[src/sv/ed_pkg.sv]
`timescale 1ns / 1ps
`default_nettype none
// Shared types and constants for the euclidean distance block.
// No dependencies; compiled first.
package ed_pkg;

   // fixed width of the result field on the response channel
   localparam int RESULT_BITS = 48;

   // control tag that travels alongside each vector's closing sum through the root chain
   typedef struct packed {
      logic valid;
      logic sat;
      logic take_root;
   } ed_tag_type;

endpackage
`default_nettype wire

[src/sv/ed_req_if.sv]
`timescale 1ns / 1ps
`default_nettype none
// Request channel: one element pair per request, valid/ready handshake.
// Standalone; no package needed.
interface ed_req_if #(parameter int DATA_BITS = 16);
   logic                        valid;
   logic                        ready;
   logic signed [DATA_BITS-1:0] first_value;
   logic signed [DATA_BITS-1:0] second_value;
   logic                        last;

   modport source (output valid, first_value, second_value, last, input ready);
   modport sink   (input valid, first_value, second_value, last, output ready);
endinterface
`default_nettype wire

[src/sv/ed_rsp_if.sv]
`timescale 1ns / 1ps
`default_nettype none
// Response channel: one distance result per vector, valid/ready handshake.
// Depends on ed_pkg for the result width.
interface ed_rsp_if;
   logic                           valid;
   logic                           ready;
   logic [ed_pkg::RESULT_BITS-1:0] result;
   logic                           saturated;

   modport source (output valid, result, saturated, input ready);
   modport sink   (input valid, result, saturated, output ready);
endinterface
`default_nettype wire

[src/sv/ed_accum.sv]
`timescale 1ns / 1ps
`default_nettype none
// Square-of-difference stage and saturating running sum.
// Depends on ed_pkg for the tag type handed to the root chain.
module ed_accum #(
   parameter int DATA_BITS  = 16,
   parameter int ACCUM_BITS = 48
) (
   input  wire logic                        clock,
   input  wire logic                        reset,
   input  wire logic                        in_valid,
   output      logic                        in_ready,
   input  wire logic signed [DATA_BITS-1:0] in_first,
   input  wire logic signed [DATA_BITS-1:0] in_second,
   input  wire logic                        in_last,
   input  wire logic                        take_root,
   input  wire logic                        chain_ready,
   output      ed_pkg::ed_tag_type          feed_tag,
   output      logic [ACCUM_BITS-1:0]       feed_sum
);
   import ed_pkg::*;

   localparam int MAG_BITS = DATA_BITS + 1;
   localparam int SQ_BITS  = 2 * DATA_BITS + 1;
   localparam int SUM_BITS = ((SQ_BITS > ACCUM_BITS) ? SQ_BITS : ACCUM_BITS) + 1;
   localparam logic [SUM_BITS-1:0] SUM_MAX = SUM_BITS'({ACCUM_BITS{1'b1}});

   logic                    a_valid_ff, a_valid_in;
   logic [SQ_BITS-1:0]      a_sq_ff, a_sq_in;
   logic                    a_last_ff, a_last_in;
   logic [ACCUM_BITS-1:0]   sum_ff, sum_in;
   logic                    ovf_ff, ovf_in;

   logic signed [MAG_BITS-1:0] diff;
   logic [MAG_BITS-1:0]        mag;
   logic [2*MAG_BITS-1:0]      prod;
   logic [SUM_BITS-1:0]        wide_sum;
   logic                       sat_hit;
   logic [ACCUM_BITS-1:0]      sat_sum;
   logic                       a_go;

   always_comb begin
      diff = MAG_BITS'(in_second) - MAG_BITS'(in_first);
      mag  = diff[MAG_BITS-1] ? MAG_BITS'(-diff) : MAG_BITS'(diff);
      prod = mag * mag;
   end

   always_comb begin
      wide_sum = SUM_BITS'(sum_ff) + SUM_BITS'(a_sq_ff);
      sat_hit  = wide_sum > SUM_MAX;
      sat_sum  = sat_hit ? {ACCUM_BITS{1'b1}} : wide_sum[ACCUM_BITS-1:0];
   end

   // a final element waits here until the root chain can take it
   assign a_go     = a_valid_ff && (!a_last_ff || chain_ready);
   assign in_ready = !a_valid_ff || a_go;

   always_comb begin
      a_valid_in = a_valid_ff;
      a_sq_in    = a_sq_ff;
      a_last_in  = a_last_ff;
      if (in_ready) begin
         a_valid_in = in_valid;
         a_sq_in    = prod[SQ_BITS-1:0];
         a_last_in  = in_last;
      end
   end

   always_comb begin
      sum_in = sum_ff;
      ovf_in = ovf_ff;
      if (a_go) begin
         if (a_last_ff) begin
            sum_in = '0;
            ovf_in = 1'b0;
         end else begin
            sum_in = sat_sum;
            ovf_in = ovf_ff | sat_hit;
         end
      end
   end

   always_ff @(posedge clock) begin
      if (reset) begin
         a_valid_ff <= 1'b0;
         a_last_ff  <= 1'b0;
         sum_ff     <= '0;
         ovf_ff     <= 1'b0;
      end else begin
         a_valid_ff <= a_valid_in;
         a_last_ff  <= a_last_in;
         sum_ff     <= sum_in;
         ovf_ff     <= ovf_in;
      end
   end

   always_ff @(posedge clock) begin
      a_sq_ff <= a_sq_in;
   end

   always_comb begin
      feed_tag.valid     = a_valid_ff && a_last_ff;
      feed_tag.sat       = ovf_ff | sat_hit;
      feed_tag.take_root = take_root;
      feed_sum           = sat_sum;
   end

endmodule
`default_nettype wire

[src/sv/ed_root_cell.sv]
`timescale 1ns / 1ps
`default_nettype none
// One cell of the square-root chain: resolves one root bit per cell.
// Depends on ed_pkg for the tag type.
module ed_root_cell #(
   parameter int ROOT_BITS  = 24,
   parameter int ACCUM_BITS = 48
) (
   input  wire logic                     clock,
   input  wire logic                     reset,
   input  wire logic                     advance,
   input  wire ed_pkg::ed_tag_type       tag_i,
   input  wire logic [2*ROOT_BITS-1:0]   rad_i,
   input  wire logic [ROOT_BITS+1:0]     rem_i,
   input  wire logic [ROOT_BITS-1:0]     root_i,
   input  wire logic [ACCUM_BITS-1:0]    sum_i,
   output      ed_pkg::ed_tag_type       tag_o,
   output      logic [2*ROOT_BITS-1:0]   rad_o,
   output      logic [ROOT_BITS+1:0]     rem_o,
   output      logic [ROOT_BITS-1:0]     root_o,
   output      logic [ACCUM_BITS-1:0]    sum_o
);
   import ed_pkg::*;

   localparam int RAD_BITS = 2 * ROOT_BITS;

   ed_tag_type              tag_ff;
   logic [RAD_BITS-1:0]     rad_ff, rad_in;
   logic [ROOT_BITS+1:0]    rem_ff, rem_in;
   logic [ROOT_BITS-1:0]    root_ff, root_in;
   logic [ACCUM_BITS-1:0]   sum_ff;

   logic [ROOT_BITS+1:0]    rem_sh;
   logic [ROOT_BITS+1:0]    trial;
   logic                    fits;

   // bring down the next two radicand bits and try root*4+1
   always_comb begin
      rem_sh  = {rem_i[ROOT_BITS-1:0], rad_i[RAD_BITS-1 -: 2]};
      trial   = {root_i, 2'b01};
      fits    = rem_sh >= trial;
      rem_in  = fits ? rem_sh - trial : rem_sh;
      root_in = {root_i[ROOT_BITS-2:0], fits};
      rad_in  = {rad_i[RAD_BITS-3:0], 2'b00};
   end

   always_ff @(posedge clock) begin
      if (reset) begin
         tag_ff <= '0;
      end else if (advance) begin
         tag_ff <= tag_i;
      end
   end

   always_ff @(posedge clock) begin
      if (advance) begin
         rad_ff  <= rad_in;
         rem_ff  <= rem_in;
         root_ff <= root_in;
         sum_ff  <= sum_i;
      end
   end

   assign tag_o  = tag_ff;
   assign rad_o  = rad_ff;
   assign rem_o  = rem_ff;
   assign root_o = root_ff;
   assign sum_o  = sum_ff;

endmodule
`default_nettype wire

[src/sv/euclidean_distance.sv]
`timescale 1ns / 1ps
`default_nettype none
// Streaming euclidean distance / L2 norm.
// req_ch carries one element pair per request; the squared difference is added
// to a running sum that saturates at all ones in ACCUM_BITS and flags it. A
// request with last set closes the vector and yields one response on rsp_ch:
// the sum, or floor(sqrt(sum)) when the csr bit take_root is set (reset 1).
// For a norm, drive second_value with zero. csr_we/csr_wdata write take_root;
// change it only while no vector is in flight.
// Throughput: one request per cycle, including back-to-back vectors.
// The last request passes through the square stage register, the chain of root
// cells, one root bit per cell, and the output register before its response
// appears on rsp_ch.
// A stalled rsp_ch lets the chain fill; only a last request that finds the
// chain full holds off req_ch. Synchronous reset empties the pipeline, clears
// the sum and the flag, and sets take_root.
module euclidean_distance #(
   parameter int DATA_BITS  = 16,
   parameter int ACCUM_BITS = 48
) (
   input  wire logic  clock,
   input  wire logic  reset,
   ed_req_if.sink     req_ch,
   ed_rsp_if.source   rsp_ch,
   input  wire logic  csr_we,
   input  wire logic  csr_wdata
);
   import ed_pkg::*;

   localparam int ROOT_BITS = (ACCUM_BITS + 1) / 2;
   localparam int RAD_BITS  = 2 * ROOT_BITS;

   logic                     take_root_ff;
   logic                     rsp_valid_ff, rsp_valid_in;
   logic [RESULT_BITS-1:0]   rsp_result_ff;
   logic                     rsp_sat_ff;

   ed_tag_type               tag_q  [0:ROOT_BITS];
   logic [RAD_BITS-1:0]      rad_q  [0:ROOT_BITS];
   logic [ROOT_BITS+1:0]     rem_q  [0:ROOT_BITS];
   logic [ROOT_BITS-1:0]     root_q [0:ROOT_BITS];
   logic [ACCUM_BITS-1:0]    sum_q  [0:ROOT_BITS];
   logic [ROOT_BITS:0]       adv;
   logic                     out_free;
   logic [ACCUM_BITS-1:0]    feed_sum;

   always_ff @(posedge clock) begin
      if (reset) begin
         take_root_ff <= 1'b1;
      end else if (csr_we) begin
         take_root_ff <= csr_wdata;
      end
   end

   ed_accum #(
      .DATA_BITS  (DATA_BITS),
      .ACCUM_BITS (ACCUM_BITS)
   ) u_accum (
      .clock       (clock),
      .reset       (reset),
      .in_valid    (req_ch.valid),
      .in_ready    (req_ch.ready),
      .in_first    (req_ch.first_value),
      .in_second   (req_ch.second_value),
      .in_last     (req_ch.last),
      .take_root   (take_root_ff),
      .chain_ready (adv[0]),
      .feed_tag    (tag_q[0]),
      .feed_sum    (feed_sum)
   );

   assign sum_q[0]  = feed_sum;
   assign rad_q[0]  = RAD_BITS'(feed_sum);
   assign rem_q[0]  = '0;
   assign root_q[0] = '0;

   assign out_free       = !rsp_valid_ff || rsp_ch.ready;
   assign adv[ROOT_BITS] = out_free;

   for (genvar i = 0; i < ROOT_BITS; i++) begin : g_cell
      // a cell moves when it is empty or its successor moves
      assign adv[i] = !tag_q[i+1].valid || adv[i+1];

      ed_root_cell #(
         .ROOT_BITS  (ROOT_BITS),
         .ACCUM_BITS (ACCUM_BITS)
      ) u_cell (
         .clock   (clock),
         .reset   (reset),
         .advance (adv[i]),
         .tag_i   (tag_q[i]),
         .rad_i   (rad_q[i]),
         .rem_i   (rem_q[i]),
         .root_i  (root_q[i]),
         .sum_i   (sum_q[i]),
         .tag_o   (tag_q[i+1]),
         .rad_o   (rad_q[i+1]),
         .rem_o   (rem_q[i+1]),
         .root_o  (root_q[i+1]),
         .sum_o   (sum_q[i+1])
      );
   end

   assign rsp_valid_in = out_free ? tag_q[ROOT_BITS].valid : rsp_valid_ff;

   always_ff @(posedge clock) begin
      if (reset) begin
         rsp_valid_ff <= 1'b0;
      end else begin
         rsp_valid_ff <= rsp_valid_in;
      end
   end

   always_ff @(posedge clock) begin
      if (out_free && tag_q[ROOT_BITS].valid) begin
         rsp_result_ff <= tag_q[ROOT_BITS].take_root ? RESULT_BITS'(root_q[ROOT_BITS])
                                                     : RESULT_BITS'(sum_q[ROOT_BITS]);
         rsp_sat_ff    <= tag_q[ROOT_BITS].sat;
      end
   end

   assign rsp_ch.valid     = rsp_valid_ff;
   assign rsp_ch.result    = rsp_result_ff;
   assign rsp_ch.saturated = rsp_sat_ff;

endmodule
`default_nettype wire
[src/flat_wrapper.sv]
// flat-port wrapper written by rule: the top's interface ports become plain ports
module euclidean_distance_flat import ed_pkg::*;
#(
   parameter int DATA_BITS  = 16,
   parameter int ACCUM_BITS = 48
)
  (clock, reset, csr_we, csr_wdata, req_ch_valid, req_ch_first_value, req_ch_second_value, req_ch_last, req_ch_ready, rsp_ch_valid, rsp_ch_result, rsp_ch_saturated, rsp_ch_ready);
  ed_req_if #(.DATA_BITS(DATA_BITS)) req_ch_i ();
  ed_rsp_if rsp_ch_i ();
  input  wire logic clock;
  input  wire logic reset;
  input  wire logic csr_we;
  input  wire logic csr_wdata;
  input wire logic [$bits(req_ch_i.valid)-1:0] req_ch_valid;
  input wire logic [$bits(req_ch_i.first_value)-1:0] req_ch_first_value;
  input wire logic [$bits(req_ch_i.second_value)-1:0] req_ch_second_value;
  input wire logic [$bits(req_ch_i.last)-1:0] req_ch_last;
  output wire logic [$bits(req_ch_i.ready)-1:0] req_ch_ready;
  output wire logic [$bits(rsp_ch_i.valid)-1:0] rsp_ch_valid;
  output wire logic [$bits(rsp_ch_i.result)-1:0] rsp_ch_result;
  output wire logic [$bits(rsp_ch_i.saturated)-1:0] rsp_ch_saturated;
  input wire logic [$bits(rsp_ch_i.ready)-1:0] rsp_ch_ready;
  assign req_ch_i.valid = req_ch_valid;
  assign req_ch_i.first_value = req_ch_first_value;
  assign req_ch_i.second_value = req_ch_second_value;
  assign req_ch_i.last = req_ch_last;
  assign req_ch_ready = req_ch_i.ready;
  assign rsp_ch_valid = rsp_ch_i.valid;
  assign rsp_ch_result = rsp_ch_i.result;
  assign rsp_ch_saturated = rsp_ch_i.saturated;
  assign rsp_ch_i.ready = rsp_ch_ready;
  euclidean_distance #(.DATA_BITS(DATA_BITS), .ACCUM_BITS(ACCUM_BITS)) u_core (.clock(clock), .reset(reset), .req_ch(req_ch_i), .rsp_ch(rsp_ch_i), .csr_we(csr_we), .csr_wdata(csr_wdata));
endmodule
[config.mk]
export PLATFORM = sky130hd
export DESIGN_NAME = euclidean_distance_flat
export DESIGN_NICKNAME = d
export VERILOG_FILES = /design/src/sv/ed_pkg.sv /design/src/sv/ed_req_if.sv /design/src/sv/ed_rsp_if.sv /design/src/sv/ed_accum.sv /design/src/sv/ed_root_cell.sv /design/src/sv/euclidean_distance.sv /design/src/flat_wrapper.sv
export SDC_FILE = /design/constraint.sdc
export NUM_CORES = 2
export LEC_CHECK = 0
export ABC_CLOCK_PERIOD_IN_PS = 23700
export BUFFER_PORTS_ARGS = -buffer_cell sky130_fd_sc_hd__buf_2
export CAP_MARGIN = 5
export CORE_MARGIN = 3
export CORE_UTILIZATION = 45
export CTS_CLUSTER_SIZE = 25
export DETAILED_ROUTE_END_ITERATION = 7
export PLACE_DENSITY = 0.65
export SYNTH_ARGS = -nofsm -noshare
export SYNTH_HDL_FRONTEND = slang
export SYNTH_SLANG_ARGS = --single-unit
[constraint.sdc]
create_clock -name clock -period 23.7 [get_ports clock]
set_input_delay 5.925 -clock clock [delete_from_list [all_inputs] [get_ports clock]]
set_output_delay 5.925 -clock clock [all_outputs]
set_load 0.05 [all_outputs]
==> impl_metrics.tcl <==
set metrics [dict create \
    crit_required_ns 17.78 \
    critical_path.top_delay_family "simple AND/OR/NAND/NOR gates" \
    period_needed_ns 15.30 \
    cts_tree "done" \
    avgRoutedWirePerCell_um 17.46 \
    cts_max_level 4 \
    cts_buffers 208 \
    slew_headroom_pct 23.64 \
    cpMostUsedCell "buf_2" \
    yosys_warnings 0 \
    die_x_um 475.0 \
    cts_hold_buf 0 \
    ant_nets 0 \
    fillers 18143 \
    antenna_found_initial 1 \
    avgSynthCellArea_um2 13.53 \
    drtIter0Drc 3407 \
    grt_max_degree 83 \
    drt_pass1_iterations 8 \
    ys_seq_area_share_pct 64.85 \
    final_hold_viol_count 0 \
    worstHoldStart "u_core.g_cell[2].u_cell.sum_o[10]$_DFFE_PP_" \
    fp.dieArea_mm2 0.2256 \
    hold_path_class "register to register" \
    worstSetupEndpointType "output port" \
    synth_edf_count 2054 \
    utilization_pct 50.62 \
    coreArea_mm2 0.2180 \
    clk_latency_ns 0.83 \
    fin_crit_sh_pct 64.55 \
    drive_gt1_share_pct 8.337 \
    fin_nets 8271 \
    crit_path_start_kind "input pin" \
    arrival_ns 9.37 \
    worst_r2r_endpoint "u_core.g_cell[4].u_cell.sum_o[20]$_DFFE_PP_" \
    crit_start "rsp_ch_ready" \
    dr_total_vias 55035 \
    rsz0062_at_grt "no" \
    dp_hpwl_um 135400 \
    viasPerCell 5.196 \
    hold_depth 0 \
    cap_violations 0 \
    status "finished, final reports clean" \
    syn2layout_area_growth_pct 11.50 \
    synth_ff_type "edfxtp_1" \
    setup_viol 0 \
    grt_first_pass_wirelength_um 298000 \
    die_y_um 475.0 \
    critical_path.n_buffers_inverters 4 \
    drv_slew 0 \
    skew_ns 0.03513 \
    grt_overflow 0 \
    synthArstFlopShare_pct 0 \
    port_buffers 89 \
    worstSetupPathType "input pin to output port" \
    regToRegStartpoint "u_core.rsp_ch.valid$_SDFFE_PP0N_" \
    yosys_register_bits 2179 \
    start_util_pct 45.39 \
    cts.sinks 2179 \
    tns_ns 0 \
    path_max_fanout 33 \
    cp_cell_sequence "buf_2, inv_1, and3_1, inv_2, nor2_2, and4_1, nand3_4, nor4_4, nand3_2, buf_2" \
    cts_setup_buffers 0 \
    whs_endpoint "u_core.g_cell[3].u_cell.sum_o[10]$_DFFE_PP_" \
    reg2reg_depth 10 \
    drc 0 \
    path_clk_slew_ns 0.06 \
    synthCells 7315 \
    post_cts_resized 0 \
    syn_area_mm2 0.09897 \
    place_congestion 0.9100 \
    root_buffer "clkbuf_16" \
    grt.total_usage_pct 16.54 \
    max_stage_delay_ns 0.57 \
    max_freq_ghz 0.06536 \
    crit_slowest_cell "nand3_4" \
    regToRegSetupSlack_ns 18.82 \
    worstMarginPinSlew_ns 1.145 \
    io_pins 90 \
    grt_pass1_vias 55854 \
    wl_um 184900 \
    clock_path_buffers 3 \
    std_cell_rows 171 \
    yosysUniqueCellTypes 91 \
]
[cell usage in the layout (no fill, tap or decap), types with 33 or more instances in the layout]
cell type / n
a21o_1: 99
a21oi_1: 397
a22o_1: 38
a31oi_1: 44
buf_2: 88
buf_4: 63
bufinv_16: 33
clkbuf_1: 33
clkbuf_16: 210
clkinv_1: 46
clkinv_2: 33
dfxtp_1: 124
edfxtp_1: 2054
fa_1: 193
ha_1: 478
inv_1: 730
mux2_2: 69
nand2_1: 466
nand2b_1: 81
nand3_1: 113
nand4_1: 63
nor2_1: 498
nor2b_1: 80
nor3_1: 143
nor4_1: 58
o21a_1: 101
o21ai_0: 284
o31ai_1: 44
or2_2: 35
or3_1: 58
xnor2_1: 286
xor2_1: 211
[logic make-up (layout without fill, tap and decap cells)]
group,count (synthesis),after routing,share of synthesized area [%]
flip-flops,2179,2179,64.85
XOR/XNOR,503,503,4.467
multiplexers,98,98,1.078
adder cells (fa/ha/maj),671,671,9.947
buffers and inverters,872,1283,3.331
other,2,14,0.007588
AO/OA/AOI/OAI,1217,1217,7.675
AND/OR/NAND/NOR,1773,1773,8.644
[layer usage]
layer | routed length, um | global-route usage [%]
met1 | 75680 | 19.79
met2 | 95920 | 30.09
met3 | 6704 | 2.412
met4 | 6588 | 6.093
met5 | 0 | 0
[cell type report]
cell class                      instances  area, um2  share of cell area (%)
Multi-Input combinational cell       4275      31730                   28.76
Antenna cell                            1      2.502                0.002268
Clock buffer                          244       5393                   4.887
Timing Repair Buffer                  151      913.4                  0.8277
Inverter                              746       2805                   2.542
Sequential cell                      2179      64180                   58.16
Tap cell                             2854       3571                   3.236
Clock inverter                        142       1752                   1.587
[registers in the layout (all words and copies together) (netlist names)]
| name | count |
|---|---|
| u_core.rsp_ch.valid | 1 |
| u_core.u_accum.ovf_ff | 1 |
| u_core.take_root_ff | 1 |
| u_core.rsp_ch.result | 48 |
| u_core.g_cell.u_cell.root_o | 300 |
| u_core.rsp_ch.saturated | 1 |
| u_core.u_accum.a_sq_ff | 32 |
| u_core.u_accum.sum_ff | 48 |
| u_core.u_accum.a_last_ff | 1 |
| u_core.g_cell.u_cell.sum_o | 1152 |
| u_core.g_cell.u_cell.tag_o | 72 |
| u_core.u_accum.a_valid_ff | 1 |
| u_core.g_cell.u_cell.rem_o | 521 |
[synth_stat cells (all sizes together) (9+ instances only)]
cell / count / area, um2
edfxtp: 2054 / 61680
dfxtp: 125 / 2502
and3: 30 / 187.7
nor4b: 12 / 105.1
a21o: 99 / 743.2
nor2: 503 / 1893
or3: 59 / 374.1
a211oi: 24 / 180.2
fa: 193 / 3864
mux2i: 29 / 290.3
nand4: 63 / 394.1
o2111ai: 10 / 87.58
nor4: 59 / 384.1
a211o: 9 / 78.83
nor3b: 10 / 75.07
nor3: 144 / 720.7
o211ai: 15 / 112.6
o41ai: 10 / 87.58
a21oi: 399 / 2001
buf: 17 / 87.59
a31oi: 46 / 287.8
a22o: 38 / 332.8
nand3: 120 / 610.6
o21ai: 285 / 1426
mux2: 69 / 777.0
o21bai: 23 / 172.7
xor2: 213 / 1873
clkbuf: 109 / 409.1
and2: 29 / 181.4
or4: 22 / 167.7
a31o: 13 / 113.9
nand4b: 14 / 122.6
inv: 741 / 2781
xnor2: 290 / 2547
o21a: 101 / 758.2
and4: 9 / 78.83
nand2b: 81 / 506.7
ha: 478 / 5981
nor2b: 80 / 500.5
o31ai: 46 / 355.3
a21boi: 21 / 157.7
a2111oi: 14 / 123.9
or2: 36 / 225.2
nand2: 472 / 1772
nand3b: 15 / 112.6
[worst max-delay path by stage]
| stage | end | slack, ns | cells after the start |
|---|---|---|---|
| 6_report | req_ch_ready | 8.40 | 10 |
| 2_1_floorplan | req_ch_ready | 6.74 | 10 |
| 4_1_cts | req_ch_ready | 8.29 | 10 |
| 3_3_place_gp | u_core.u_accum.a_sq_ff[31]$_DFFE_PP_ | 8.06 | 35 |
| 5_1_grt | u_core.u_accum.a_sq_ff[31]$_DFFE_PP_ | 8.10 | 35 |
| 3_5_place_dp | u_core.u_accum.a_sq_ff[31]$_DFFE_PP_ | 7.86 | 35 |
[stage by stage]
stage / worst slack [ns] / instances / hold slack [ns] / instance area, um2
floorplan: 6.735 / 7326 / 0.4003 / 99010
global placement: 8.061 / 10205 / 0.4001 / 103200
detailed placement: 7.865 / 10205 / 0.4045 / 103200
CTS: 8.289 / 10591 / 0.3806 / 110400
global route: 8.097 / 10592 / 0.3911 / 110400
finish: 8.401 / 10592 / 0.3914 / 110400
Power is left out: the tool's default activity adds up to more than one toggle a clock period on the data nets, which glitch-free logic cannot reach.
